## src/assert_macros.svh

```systemverilog
// Assertion macros shared by the allocator RTL files.
// Every macro expects clk_i and rst_ni to be visible where it is used.
`ifndef ASSERT_MACROS_SVH
`define ASSERT_MACROS_SVH

// Checks that a condition is true at every clock edge outside reset.
`define FFA_ASSERT_ALWAYS(lbl, cond) \
  lbl: assert property (@(posedge clk_i) disable iff (!rst_ni) (cond)) \
    else $error("assertion failed");

// Checks that a condition in one cycle implies another in the next cycle.
`define FFA_ASSERT_NEXT(lbl, ante, cons) \
  lbl: assert property (@(posedge clk_i) disable iff (!rst_ni) (ante) |=> (cons)) \
    else $error("assertion failed");

`endif

```

## src/ffa_pkg.sv

```systemverilog
// Package for the first-fit free list allocator.
// Holds the sequencer state types, status codes and field widths; no dependencies.
`default_nettype none
package ffa_pkg;

  localparam int unsigned SIZE_W = 13;
  localparam int unsigned OFF_W  = 12;
  localparam int unsigned NEED_W = 14;

  localparam logic CMD_ALLOC   = 1'b0;
  localparam logic CMD_RELEASE = 1'b1;

  localparam logic [1:0] ST_OK         = 2'd0;
  localparam logic [1:0] ST_NO_SPACE   = 2'd1;
  localparam logic [1:0] ST_BAD_SIZE   = 2'd2;
  localparam logic [1:0] ST_TABLE_FULL = 2'd3;

  typedef enum logic [3:0] {
    S_IDLE,
    S_CHECK,
    S_A_RD,
    S_A_CMP,
    S_D_RD,
    S_D_WR,
    S_BUMP,
    S_F_RD,
    S_F_CMP,
    S_U_CHK,
    S_U_RD,
    S_U_WR,
    S_INS,
    S_M_RD,
    S_M_CMP,
    S_M_FL
  } seq_state_e;

  typedef enum logic {
    PH_WORK,
    PH_DONE
  } phase_e;

  typedef struct packed {
    logic [OFF_W-1:0]  granted;
    logic [1:0]        status;
    logic [6:0]        free_entries;
    logic [SIZE_W-1:0] bytes_used;
  } result_t;

endpackage
`default_nettype wire

```

## src/ffa_mem.sv

```systemverilog
// Free run table storage: one write port and one registered read port.
// Each word packs a run start offset and a run length; uses ffa_pkg widths.
`default_nettype none
module ffa_mem
  import ffa_pkg::*;
#(
  parameter int unsigned DEPTH = 64
) (
  input  wire logic                           clk_i,
  input  wire logic                           we_i,
  input  wire logic [$clog2(DEPTH)-1:0]       waddr_i,
  input  wire logic [OFF_W+SIZE_W-1:0]        wdata_i,
  input  wire logic [$clog2(DEPTH)-1:0]       raddr_i,
  output      logic [OFF_W+SIZE_W-1:0]        rdata_o
);

  logic [OFF_W+SIZE_W-1:0] mem [DEPTH];
  logic [OFF_W+SIZE_W-1:0] rdata_q;

  always_ff @(posedge clk_i) begin
    if (we_i) begin
      mem[waddr_i] <= wdata_i;
    end
    rdata_q <= mem[raddr_i];
  end

  assign rdata_o = rdata_q;

endmodule
`default_nettype wire

```

## src/ffa_seq.sv

```systemverilog
// Sequencer for the allocator: scans, shifts and merges the free run table
// one entry per step. Uses ffa_pkg.
`default_nettype none
`include "assert_macros.svh"
module ffa_seq
  import ffa_pkg::*;
#(
  parameter int unsigned PAGE_BYTES = 4096,
  parameter int unsigned FREE_SLOTS = 64
) (
  input  wire logic                                clk_i,
  input  wire logic                                rst_ni,
  input  wire logic                                start_i,
  input  wire logic                                cmd_i,
  input  wire logic [SIZE_W-1:0]                   size_i,
  input  wire logic [OFF_W-1:0]                    offset_i,
  output      logic                                idle_o,
  output      logic                                res_valid_o,
  input  wire logic                                res_take_i,
  output      result_t                             res_o,
  output      logic                                mem_we_o,
  output      logic [$clog2(FREE_SLOTS)-1:0]       mem_waddr_o,
  output      logic [OFF_W+SIZE_W-1:0]             mem_wdata_o,
  output      logic [$clog2(FREE_SLOTS)-1:0]       mem_raddr_o,
  input  wire logic [OFF_W+SIZE_W-1:0]             mem_rdata_i
);

  localparam int unsigned IDX_W = $clog2(FREE_SLOTS);
  localparam int unsigned CNT_W = $clog2(FREE_SLOTS + 1);

  seq_state_e        state_q, state_d;
  phase_e            phase_q;
  logic              cmd_q;
  logic [SIZE_W-1:0] size_q;
  logic [OFF_W-1:0]  off_q;
  logic [CNT_W-1:0]  cnt_q;
  logic [CNT_W-1:0]  idx_q;
  logic [CNT_W-1:0]  wr_q;
  logic [SIZE_W-1:0] top_q;
  logic [OFF_W-1:0]  acc_start_q;
  logic [SIZE_W-1:0] acc_len_q;
  logic              has_q;
  logic [OFF_W-1:0]  granted_q;
  logic [1:0]        status_q;

  logic [NEED_W-1:0] need;
  logic [OFF_W-1:0]  rd_start;
  logic [SIZE_W-1:0] rd_len;
  logic              fits;
  logic              exact;
  logic              lt;
  logic              touch;
  logic              a_bad;
  logic              a_nospace;
  logic              r_bad;
  logic              r_full;
  logic [CNT_W-1:0]  idx_inc;
  logic [CNT_W-1:0]  idx_dec;
  logic              go_done;

  assign need      = NEED_W'(size_q) + NEED_W'(1);
  assign rd_start  = mem_rdata_i[OFF_W+SIZE_W-1:SIZE_W];
  assign rd_len    = mem_rdata_i[SIZE_W-1:0];
  assign fits      = NEED_W'(rd_len) >= need;
  assign exact     = NEED_W'(rd_len) == need;
  assign lt        = rd_start < off_q;
  assign touch     = (NEED_W'(acc_start_q) + NEED_W'(acc_len_q)) == NEED_W'(rd_start);
  assign a_bad     = (size_q == '0) || (32'(size_q) > 32'(PAGE_BYTES));
  assign a_nospace = (32'(top_q) + 32'(size_q)) >= 32'(PAGE_BYTES);
  assign r_bad     = (size_q == '0) || ((32'(off_q) + 32'(need)) > 32'(PAGE_BYTES));
  assign r_full    = 32'(cnt_q) >= 32'(FREE_SLOTS);
  assign idx_inc   = idx_q + CNT_W'(1);
  assign idx_dec   = idx_q - CNT_W'(1);

  always_comb begin
    state_d = state_q;
    go_done = 1'b0;
    case (state_q)
      S_IDLE: begin
        if (phase_q == PH_WORK && start_i) begin
          state_d = S_CHECK;
        end
      end
      S_CHECK: begin
        if (cmd_q == CMD_ALLOC) begin
          if (a_bad || a_nospace) begin
            go_done = 1'b1;
          end else if (cnt_q == '0) begin
            state_d = S_BUMP;
          end else begin
            state_d = S_A_RD;
          end
        end else begin
          if (r_bad || r_full) begin
            go_done = 1'b1;
          end else if (cnt_q == '0) begin
            state_d = S_INS;
          end else begin
            state_d = S_F_RD;
          end
        end
      end
      S_A_RD:  state_d = S_A_CMP;
      S_A_CMP: begin
        if (fits) begin
          if (!exact) begin
            go_done = 1'b1;
          end else if (idx_inc < cnt_q) begin
            state_d = S_D_RD;
          end else begin
            go_done = 1'b1;
          end
        end else if (idx_inc < cnt_q) begin
          state_d = S_A_RD;
        end else begin
          state_d = S_BUMP;
        end
      end
      S_D_RD:  state_d = S_D_WR;
      S_D_WR: begin
        if (idx_inc < cnt_q) begin
          state_d = S_D_RD;
        end else begin
          go_done = 1'b1;
        end
      end
      S_BUMP:  go_done = 1'b1;
      S_F_RD:  state_d = S_F_CMP;
      S_F_CMP: begin
        if (lt && idx_inc < cnt_q) begin
          state_d = S_F_RD;
        end else begin
          state_d = S_U_CHK;
        end
      end
      S_U_CHK: begin
        if (idx_q > wr_q) begin
          state_d = S_U_RD;
        end else begin
          state_d = S_INS;
        end
      end
      S_U_RD:  state_d = S_U_WR;
      S_U_WR:  state_d = S_U_CHK;
      S_INS:   state_d = S_M_RD;
      S_M_RD:  state_d = S_M_CMP;
      S_M_CMP: begin
        if (idx_inc == cnt_q) begin
          state_d = S_M_FL;
        end else begin
          state_d = S_M_RD;
        end
      end
      S_M_FL:  go_done = 1'b1;
      default: state_d = S_IDLE;
    endcase
    if (go_done) begin
      state_d = S_IDLE;
    end
  end

  always_comb begin
    mem_we_o    = 1'b0;
    mem_waddr_o = idx_q[IDX_W-1:0];
    mem_wdata_o = mem_rdata_i;
    mem_raddr_o = idx_q[IDX_W-1:0];
    case (state_q)
      S_D_RD: mem_raddr_o = idx_inc[IDX_W-1:0];
      S_U_RD: mem_raddr_o = idx_dec[IDX_W-1:0];
      S_A_CMP: begin
        mem_we_o    = fits && !exact;
        mem_wdata_o = {rd_start + OFF_W'(need), rd_len - SIZE_W'(need)};
      end
      S_D_WR:  mem_we_o = 1'b1;
      S_U_WR:  mem_we_o = 1'b1;
      S_INS: begin
        mem_we_o    = 1'b1;
        mem_waddr_o = wr_q[IDX_W-1:0];
        mem_wdata_o = {off_q, SIZE_W'(need)};
      end
      S_M_CMP: begin
        mem_we_o    = has_q && !touch;
        mem_waddr_o = wr_q[IDX_W-1:0];
        mem_wdata_o = {acc_start_q, acc_len_q};
      end
      S_M_FL: begin
        mem_we_o    = 1'b1;
        mem_waddr_o = wr_q[IDX_W-1:0];
        mem_wdata_o = {acc_start_q, acc_len_q};
      end
      default: mem_we_o = 1'b0;
    endcase
  end

  always_ff @(posedge clk_i or negedge rst_ni) begin
    if (!rst_ni) begin
      state_q <= S_IDLE;
      phase_q <= PH_WORK;
      cnt_q   <= '0;
      top_q   <= '0;
    end else begin
      state_q <= state_d;
      if (go_done) begin
        phase_q <= PH_DONE;
      end else if (phase_q == PH_DONE && res_take_i) begin
        phase_q <= PH_WORK;
      end
      case (state_q)
        S_A_CMP: begin
          if (fits && exact) begin
            cnt_q <= cnt_q - CNT_W'(1);
          end
        end
        S_BUMP:  top_q <= top_q + SIZE_W'(need);
        S_INS:   cnt_q <= cnt_q + CNT_W'(1);
        S_M_FL:  cnt_q <= wr_q + CNT_W'(1);
        default: cnt_q <= cnt_q;
      endcase
    end
  end

  always_ff @(posedge clk_i) begin
    case (state_q)
      S_IDLE: begin
        cmd_q     <= cmd_i;
        size_q    <= size_i;
        off_q     <= offset_i;
        idx_q     <= '0;
        wr_q      <= '0;
        has_q     <= 1'b0;
      end
      S_CHECK: begin
        granted_q <= '0;
        status_q  <= ST_OK;
        if (cmd_q == CMD_ALLOC) begin
          if (a_bad) begin
            status_q <= ST_BAD_SIZE;
          end else if (a_nospace) begin
            status_q <= ST_NO_SPACE;
          end
        end else if (r_bad) begin
          status_q <= ST_BAD_SIZE;
        end else if (r_full) begin
          status_q <= ST_TABLE_FULL;
        end
      end
      S_A_CMP: begin
        if (fits) begin
          granted_q <= rd_start;
        end else begin
          idx_q <= idx_inc;
        end
      end
      S_D_WR:  idx_q <= idx_inc;
      S_BUMP:  granted_q <= top_q[OFF_W-1:0];
      S_F_CMP: begin
        if (lt) begin
          wr_q <= idx_inc;
          if (idx_inc < cnt_q) begin
            idx_q <= idx_inc;
          end else begin
            idx_q <= cnt_q;
          end
        end else begin
          wr_q  <= idx_q;
          idx_q <= cnt_q;
        end
      end
      S_U_WR:  idx_q <= idx_dec;
      S_INS: begin
        idx_q <= '0;
        wr_q  <= '0;
        has_q <= 1'b0;
      end
      S_M_CMP: begin
        idx_q <= idx_inc;
        if (has_q && touch) begin
          acc_len_q <= acc_len_q + rd_len;
        end else begin
          if (has_q) begin
            wr_q <= wr_q + CNT_W'(1);
          end
          acc_start_q <= rd_start;
          acc_len_q   <= rd_len;
          has_q       <= 1'b1;
        end
      end
      default: idx_q <= idx_q;
    endcase
  end

  assign idle_o      = (state_q == S_IDLE) && (phase_q == PH_WORK);
  assign res_valid_o = (phase_q == PH_DONE);
  assign res_o       = '{granted: granted_q, status: status_q,
                         free_entries: 7'(cnt_q), bytes_used: top_q};

  `FFA_ASSERT_ALWAYS(a_cnt_bound, 32'(cnt_q) <= 32'(FREE_SLOTS))
  `FFA_ASSERT_ALWAYS(a_top_bound, 32'(top_q) <= 32'(PAGE_BYTES))
  `FFA_ASSERT_NEXT(a_start_leaves_idle, idle_o && start_i, state_q == S_CHECK)

endmodule
`default_nettype wire

```

## src/first_fit_free_list_allocator_top.sv

```systemverilog
// Top level of the first-fit free list allocator.
// Uses ffa_pkg, ffa_seq and ffa_mem.
//
// Usage: the input channel (in_valid_i / in_ready_o) carries one request per
// transaction: command_i selects allocate or release, request_size_i gives the
// payload size and release_offset_i the run offset for a release. Each request
// yields exactly one result transaction on the output channel
// (out_valid_o / out_ready_i) with the granted offset, status, free table
// entry count and top pointer usage.
// Flow: a rejected request ends in the check state. An allocate scans the table
// entry by entry (read, compare), then shifts the later entries down after an
// exact fit (read, write) or bumps the top pointer. A release scans for its
// slot (read, compare), shifts entries up (check, read, write), inserts the new
// run and merges touching runs in one pass (read, compare) with a final flush.
// One request is in work at a time; in_ready_o is high only while the sequencer
// is idle.
// Reset clears the table count and top pointer; no clearing pass is needed.
// While the receiver stalls with a full output register, the finished result
// waits in the sequencer and no new request is taken.
`default_nettype none
`include "assert_macros.svh"
module first_fit_free_list_allocator_top
  import ffa_pkg::*;
#(
  parameter int unsigned PAGE_BYTES = 4096,
  parameter int unsigned FREE_SLOTS = 64
) (
  input  wire logic              clk_i,
  input  wire logic              rst_ni,
  input  wire logic              in_valid_i,
  output      logic              in_ready_o,
  input  wire logic              command_i,
  input  wire logic [SIZE_W-1:0] request_size_i,
  input  wire logic [OFF_W-1:0]  release_offset_i,
  output      logic              out_valid_o,
  input  wire logic              out_ready_i,
  output      logic [OFF_W-1:0]  granted_offset_o,
  output      logic [1:0]        status_o,
  output      logic [6:0]        free_entries_o,
  output      logic [SIZE_W-1:0] bytes_used_o
);

  localparam int unsigned IDX_W = $clog2(FREE_SLOTS);

  logic                    idle;
  logic                    res_valid;
  logic                    res_take;
  result_t                 res;
  result_t                 out_q;
  logic                    out_valid_q;
  logic                    mem_we;
  logic [IDX_W-1:0]        mem_waddr;
  logic [IDX_W-1:0]        mem_raddr;
  logic [OFF_W+SIZE_W-1:0] mem_wdata;
  logic [OFF_W+SIZE_W-1:0] mem_rdata;

  assign in_ready_o = idle;
  assign res_take   = res_valid && (!out_valid_q || out_ready_i);

  ffa_seq #(
    .PAGE_BYTES(PAGE_BYTES),
    .FREE_SLOTS(FREE_SLOTS)
  ) u_seq (
    .clk_i       (clk_i),
    .rst_ni      (rst_ni),
    .start_i     (in_valid_i),
    .cmd_i       (command_i),
    .size_i      (request_size_i),
    .offset_i    (release_offset_i),
    .idle_o      (idle),
    .res_valid_o (res_valid),
    .res_take_i  (res_take),
    .res_o       (res),
    .mem_we_o    (mem_we),
    .mem_waddr_o (mem_waddr),
    .mem_wdata_o (mem_wdata),
    .mem_raddr_o (mem_raddr),
    .mem_rdata_i (mem_rdata)
  );

  ffa_mem #(
    .DEPTH(FREE_SLOTS)
  ) u_mem (
    .clk_i   (clk_i),
    .we_i    (mem_we),
    .waddr_i (mem_waddr),
    .wdata_i (mem_wdata),
    .raddr_i (mem_raddr),
    .rdata_o (mem_rdata)
  );

  always_ff @(posedge clk_i or negedge rst_ni) begin
    if (!rst_ni) begin
      out_valid_q <= 1'b0;
    end else if (res_take) begin
      out_valid_q <= 1'b1;
    end else if (out_ready_i) begin
      out_valid_q <= 1'b0;
    end
  end

  always_ff @(posedge clk_i) begin
    if (res_take) begin
      out_q <= res;
    end
  end

  assign out_valid_o      = out_valid_q;
  assign granted_offset_o = out_q.granted;
  assign status_o         = out_q.status;
  assign free_entries_o   = out_q.free_entries;
  assign bytes_used_o     = out_q.bytes_used;

  `FFA_ASSERT_NEXT(a_take_fills_out, res_take, out_valid_q)
  `FFA_ASSERT_ALWAYS(a_no_write_idle, !(idle && mem_we))
  `FFA_ASSERT_ALWAYS(a_no_take_idle, !(idle && res_valid))

endmodule
`default_nettype wire

```

## config.mk

```make
export PLATFORM = sky130hd
export DESIGN_NAME = first_fit_free_list_allocator_top
export DESIGN_NICKNAME = d
export VERILOG_FILES = /design/src/ffa_pkg.sv /design/src/ffa_mem.sv /design/src/ffa_seq.sv /design/src/first_fit_free_list_allocator_top.sv
export VERILOG_INCLUDE_DIRS = /design/src /design/src/src
export SDC_FILE = /design/constraint.sdc
export NUM_CORES = 2
export LEC_CHECK = 0
export BUFFER_PORTS_ARGS = -buffer_cell sky130_fd_sc_hd__buf_4
export CAP_MARGIN = 15
export CORE_MARGIN = 2
export CORE_UTILIZATION = 45
export CTS_BUF_LIST = sky130_fd_sc_hd__clkbuf_4 sky130_fd_sc_hd__clkbuf_8 sky130_fd_sc_hd__clkbuf_16
export CTS_CLUSTER_DIAMETER = 100
export DETAILED_ROUTE_END_ITERATION = 10
export GPL_TIMING_DRIVEN = 0
export MAX_ROUTING_LAYER = met4
export PLACE_DENSITY_LB_ADDON = 0.08
export SLEW_MARGIN = 20
export SYNTH_ARGS = -nofsm -noshare
export SYNTH_HDL_FRONTEND = slang
export SYNTH_SLANG_ARGS = --single-unit
```

## constraint.sdc

```tcl
create_clock -name clk_i -period 6.1 [get_ports clk_i]
set_clock_uncertainty 0.05 [all_clocks]
set_input_delay 0 -clock clk_i [delete_from_list [all_inputs] [get_ports clk_i]]
set_output_delay 0 -clock clk_i [all_outputs]
set_load 0.01 [all_outputs]
```

; ---- Word level (Yosys, flattened, before mapping)
; Memory sizes are Yosys's and may differ from the RTL's. A register that Yosys moved wholly into a read port is not among the register bits.
; Index checks and enable logic that the tools add are counted.
[totals]
register_bits = 140
latch_bits = 0
mem_bits_rw = 1600
romBits = 0
inputBits = 30
wordCells = 163
mem_count = 1
[classes]
addsub = 13
mul = 0
div_mod_pow = 0
magnitude_cmp = 8
eq_ne = 27
shift = 0
mux = 52
bitwise_logic = 2
reduce_logical = 41
[memory_table]
columns = name, words, word_bits, read_ports, rd_ports_with_merged_regs, wr, line_no
row1 = u_mem.mem, 64, 25, 1, 1, 1, ffa_mem.sv:17  ; logic [OFF_W+SIZE_W-1:0] mem [DEPTH];
[op_table]
columns = operator, n
row1 = $pmux 25 s3, 1
row2 = $pmux 4 s14, 1
row3 = $mux 7, 7
row4 = $pmux 7 s3, 2
row5 = $mux 4, 10
row6 = $pmux 12 s3, 1
row7 = $pmux 7 s5, 1
row8 = $eq 4x4->1 const B, 8
row9 = $ge 32x13->1 const B, 1
row10 = $gt 32x13->1 const B, 1
row11 = $add 13x13->13, 2
row12 = $add 7x1->7 const B, 3
row13 = $eq 4x3->1 const B, 4
row14 = $add 12x14->15, 1
row15 = $reduce_bool 15->1, 1
row16 = $add 12x13->14, 1
row17 = $add 13x1->14 const B, 1
row18 = $add 13x13->14, 1
row19 = $eq 13x14->1, 1
row20 = $eq 14x12->1, 1
row21 = $ge 13x14->1, 1
row22 = $mux 1, 14
row23 = $sub 7x1->7 const B, 2
row24 = $gt 13x13->1 const B, 1
row25 = other kinds (39), 76

; ---- Longest topological paths before layout
[logic_depth]
word_depth = 10
depth_mapped = 15
mapped_depth_nobuf = 15

; ---- By module
; A second synthesis with hierarchy kept.
[unflattened]
cells_unflattened = 4041
area_unflattened_um2 = 73904.6
[by_module_without_submodules]
columns = module, instances, cells_per_inst, area_each_um2
row1 = ffa_mem, 1, 2850, 62497.4
row2 = ffa_seq, 1, 1153, 10342.4
row3 = first_fit_free_list_allocator_top, 1, 38, 1064.8

; ---- Worst setup path after synthesis
; Ideal clock, no wire load.
[synth_path]
path_kind = reg-to-reg
start = register u_seq.size_q[0]
end = memory u_mem.mem[0][12] in the netlist's numbering (data pin)
arrival_ps = 5223
required_ps = 5331
setup_slack_ps = 108
stages_incl_launch_ff = 11
synth_period_minus_slack_ps = 5992
cell_sequence = edfxtp_1 -> inv_1 -> ha_1 -> inv_1 -> fa_1 -> a21o_1 -> a21oi_1 -> o221a_2 -> a2bb2oi_1 -> a21oi_1 -> o31ai_1
[synth_between]
elab_chain_len = 3
[synth_lines]
columns = item, line_no
row1 = start: declaration, ffa_seq.sv:34  ; logic [SIZE_W-1:0] size_q;
row2 = start signal: assignment, ffa_seq.sv:226  ; size_q <= size_i;
row3 = $add 13x1->14 *, ffa_seq.sv:61  ; assign need = NEED_W'(size_q) + NEED_W'(1);
row4 = $sub 13x13->13, ffa_seq.sv:172  ; mem_wdata_o = {rd_start + OFF_W'(need), rd_len - SIZE_W'(need)};
row5 = $pmux 25 s3 *, ffa_seq.sv:167  ; case (state_q)
row6 = via mem_wdata[12], first_fit_free_list_allocator_top.sv:54  ; logic [OFF_W+SIZE_W-1:0] mem_wdata;
row7 = end: declaration, ffa_mem.sv:17
; Mark *: on every way through the listed nets, which the timed path passes. The rest lies on a longest branch.

; ---- Worst setup path in the final report
[layout_path]
start = register u_seq.idx_q[0]
end = register u_mem.rdata_q[23] (netlist: u_mem.rdata_o[23]), read port of u_mem.mem
[layout_between]
elab_chain_len = 2
elab_cells_between_ends = 3
[layout_lines]
columns = item, line_no
row1 = start: declaration, ffa_seq.sv:37  ; logic [CNT_W-1:0] idx_q;
row2 = start signal: assignment, ffa_seq.sv:251  ; idx_q <= idx_inc;
row3 = start signal: assignment, ffa_seq.sv:254  ; S_D_WR: idx_q <= idx_inc;
row4 = start signal: assignment, ffa_seq.sv:260  ; idx_q <= idx_inc;
row5 = $sub 7x1->7 / $add 7x1->7 (equally long branches), "ffa_seq.sv:73, ffa_seq.sv:72"
row6 = $pmux 6 s2 *, ffa_seq.sv:167
row7 = end: declaration, ffa_mem.sv:18  ; logic [OFF_W+SIZE_W-1:0] rdata_q;
; Mark *: on every way between the ends. The rest lies on a longest branch, timed or not.
; A chain may end at the register's enable or synchronous reset.

==> parameters.txt <==
Parameter                              Value

Yosys
  Syn Area/Cell ... 14.9 um2
  Synthesized instance count ... 4933
  Top cell types by occurrence after synthesis ... 1714 x sky130_fd_sc_hd__edfxtp_1, 906 x sky130_fd_sc_hd__nand2_1, 288 x sky130_fd_sc_hd__nand3_1
  Number of nets in the synthesized netlist ... 5094
  Mapped cell area ... 73500 um2
  Top-area cell type share of the netlist area ... 70.0%
  Number of distinct library cells after synthesis ... 86
  Most common flop cell mapped by yosys ... sky130_fd_sc_hd__edfxtp_1
  Leading area contributor after synthesis ... sky130_fd_sc_hd__edfxtp_1
  Proportion of register bits with asynchronous set or reset after synthesis ... approximately 1.5%
  Synthesis-stage register bit count ... 1765
  Most used standard cell by instance count after synthesis ... sky130_fd_sc_hd__edfxtp_1
  Number of synthesized flops with an enable pin ... 1714
  Yosys warns ... 0
  Share of the yosys chip area belonging to registers ... between 70% and 80%
  Largest cells by area after synthesis ... sky130_fd_sc_hd__edfxtp_1 70%, sky130_fd_sc_hd__mux4_2 6.1%, sky130_fd_sc_hd__nand2_1 4.6%

Drt
  First-pass iteration count of the detailed router ... 6
  Number of routed nets with antenna violations ... 0
  Starting DRC count in detailed routing ... 5452
  DRC ... 0
  Vias per std cell ... 5.84
  Vias ... roughly 46000
  Drt wl/cell ... between 20 and 30 um
  Overall routed net length ... 220000 um

Floorplan
  Area of the die ... 167000 um2
  Initial standard-cell utilization of the core ... 45.2%
  Top-level port count ... 66
  Number of standard-cell rows in the floorplan ... 148
  Die outline height ... 408 um
  Die W ... 408 um
  Core footprint ... 163000 um2

CTS
  Maximum buffer depth of the clock tree ... 3
  Maximum level of the CTS H-tree ... 4
  Number of sinks driven by the clock tree ... 1765
  Worst-skew pair later-pin latency ... between 0.8 and 0.9 ns
  CTS tree ... built
  Clock buffers created by TritonCTS ... between 150 and 200
  Root cell of the clock tree ... sky130_fd_sc_hd__clkbuf_16
  Clock-pin slew on the worst setup and hold paths ... approximately 0.06 ns

Setup path
  Critical path arrival ... 6.71 ns
  Crit end category ... flop
  Maximum fanout count along the critical path ... 10
  Kind of launch point of the worst setup path ... flop
  Required time at the worst-slack endpoint ... 6.76 ns
  Worst setup path class ... reg -> reg

GRT
  Overall global routing resource usage ... 27.1%
  Antenna violations before repair ... 14
  Number of global-route vias before repair ... 44600
  Remaining global-route overflow ... 0
  Maximum number of pins on one net before global-route repair ... 65
  Global-route wire length before repair ... about 320000 um

STA
  Time the worst path needs with I/O delays and setup ... ~6.1 ns
  Number of setup violations in the final report ... 0
  Fraction of the cycle the final worst path needs ... 99.2%
  Relative slew slack ... between 20% and 30%
  PnR worst setup slack ... 0.0471 ns
  Hold violation count in the final report ... 0
  Final Max Tran Viols ... 0
  Measured slew at the worst slew-check pin ... roughly 1.2 ns
  Peak Freq ... 165 MHz
  RSZ-0062 raised after global routing ... false

Finish
  Count of placed standard cells in the final layout, fillers left out ... 7839
  Share of cells above drive strength 1 ... 18.7%
  Area growth from synthesis to layout ... 18.9%
  Layout Nets ... between 5000 and 6000

Min path
  Min-Delay Path Class ... in -> reg

Outcome
  Result of the run ... complete, no violations

Placed design
  Hpwl dp ... 160000 um
  Post-placement worst setup slack ... -0.198 ns
  Cell Count Post-Placement ... 7432
  Final weighted congestion in routability-driven placement ... 0.916
  Input/output buffers ... 65

Power and ir drop
  Leakage power total ... 29.9 nW
  Power per standard cell area ... 625 nW/um2
  Largest vdd supply drop ... 0.368 mV

Flow run
  Max Cap Viol ... 0
-- per-layer routing --
metal  up-vias  track usage [%]  routed length (um)
li1      20200                -                   -
met1     23400             37.1               93600
met2      1807             41.5              103000
met3       350             4.28               16300
met4         0             9.19                7870
met5         -                -                   0
-- cell type report --
cell class	count	area (um2)
multi-input cells	2828	20300
inverters	75	282
well taps	2175	2720
plain buffers	265	1170
clock inverters	95	932
clock buffers	247	5220
flip-flops and latches	1765	52600
diodes	5	12.5
fillers	13300	75200
repair buffers	384	4210
-- worst paths after layout --
kind,from,endpoint,slack [ns],cells after the start
min in group asynchronous,rst_ni,u_seq.cnt_q[2],0.18,4
worst max register to register,u_seq.idx_q[0],u_mem.rdata_o[23],0.05,13
worst min register to register,u_seq.granted_q[9],granted_offset_o[9],0.37,0
max in group asynchronous,rst_ni,u_seq.top_q[1],5.64,4
worst min-delay path,in_valid_i,u_seq.state_q[0],0.11,5
worst max-delay path,u_seq.idx_q[0],u_mem.rdata_o[23],0.05,13
-- logic make-up after synthesis --
group	count (synthesis)	share of synthesized area, %
DFF	1765	71.6
and+or+nand+nor	1666	10.3
AOI/OAI and AO/OA	716	6.33
buffers and inverters	340	1.97
muxes	211	6.28
adders and majority gates	131	2.31
xor gates and xnor gates	104	1.26
-- where the power goes --
group,internal [mW],switching (mW)
logic,8.42,17.6
registers,16.7,0.604
clock network,6.61,4.72
total,31.8,22.9
-- metrics by stage --
stage          instance area, um2  setup TNS [ns]  util, %  power [mW]  hold slack (ns)
2_1_floorplan               73500               0        -        31.5           -0.346
3_3_place_gp                76700        -8982.58     47.2        41.5          -0.0973
3_5_place_dp                80600          -13.13     49.6        43.3          -0.0957
4_1_cts                     87400               0     53.7        54.7           0.0465
5_1_grt                     87400               0     53.8        57.0            0.136
6_report                    87400               0     53.8        54.7            0.108
-- timing repair --
item | CTS | global route
gates resized for setup | 1 | 8
hold endpoints to repair | 89 | 0
setup buffers | 2 | 0
hold buffers | 58 | 0
pin swaps | 1 | 0
endpoints found under the setup margin | 252 | 43
-- placed cells by master, fill, tap and decap left out, drive strengths merged, types with 47 or more instances in the layout --
cell and n:
nor3 88, a21oi 163, nand3 288, ha 123
o22ai 66, o21ai 171, xnor2 57, nand2 906
mux4 200, a32oi 51, clkbuf 419, and3 85
buf 420, dlygate4sd3 57, xor2 47, inv 77
nor2 96, a31oi 69, nand4 64, edfxtp 1714
clkinv 73
-- worst max-delay path, stage by stage, from the launching register on --
cell                       delay (ns)
sky130_fd_sc_hd__edfxtp_1        0.41
sky130_fd_sc_hd__clkbuf_1        0.44
sky130_fd_sc_hd__inv_1           0.30
sky130_fd_sc_hd__ha_1            0.45
sky130_fd_sc_hd__inv_1           0.16
sky130_fd_sc_hd__o21ai_0         0.19
sky130_fd_sc_hd__a221o_1         0.34
sky130_fd_sc_hd__clkbuf_2        0.39
sky130_fd_sc_hd__nand4_1         0.61
sky130_fd_sc_hd__clkbuf_1        0.56
sky130_fd_sc_hd__o22a_1          0.42
sky130_fd_sc_hd__o21ai_1         0.13
sky130_fd_sc_hd__nor4_1          0.99
sky130_fd_sc_hd__and3_1          0.48
-- flip-flops by register name (all words and copies together) (netlist names) --
| name | flops |
|---|---|
| out_valid_o | 1 |
| u_seq.cnt_q | 7 |
| u_seq.off_q | 12 |
| free_entries_o | 7 |
| u_seq.res_valid_o | 1 |
| u_seq.state_q | 4 |
| u_seq.acc_len_q | 13 |
| u_seq.cmd_q | 1 |
| u_seq.has_q | 1 |
| u_seq.top_q | 13 |
| u_seq.idx_q | 7 |
| status_o | 2 |
| u_seq.size_q | 13 |
| bytes_used_o | 13 |
| u_seq.status_q | 2 |
| u_mem.mem | 1600 |
| u_seq.wr_q | 7 |
| granted_offset_o | 12 |
| u_seq.acc_start_q | 12 |
| u_mem.rdata_o | 25 |
| u_seq.granted_q | 12 |
(Power assumes the default switching activity.)
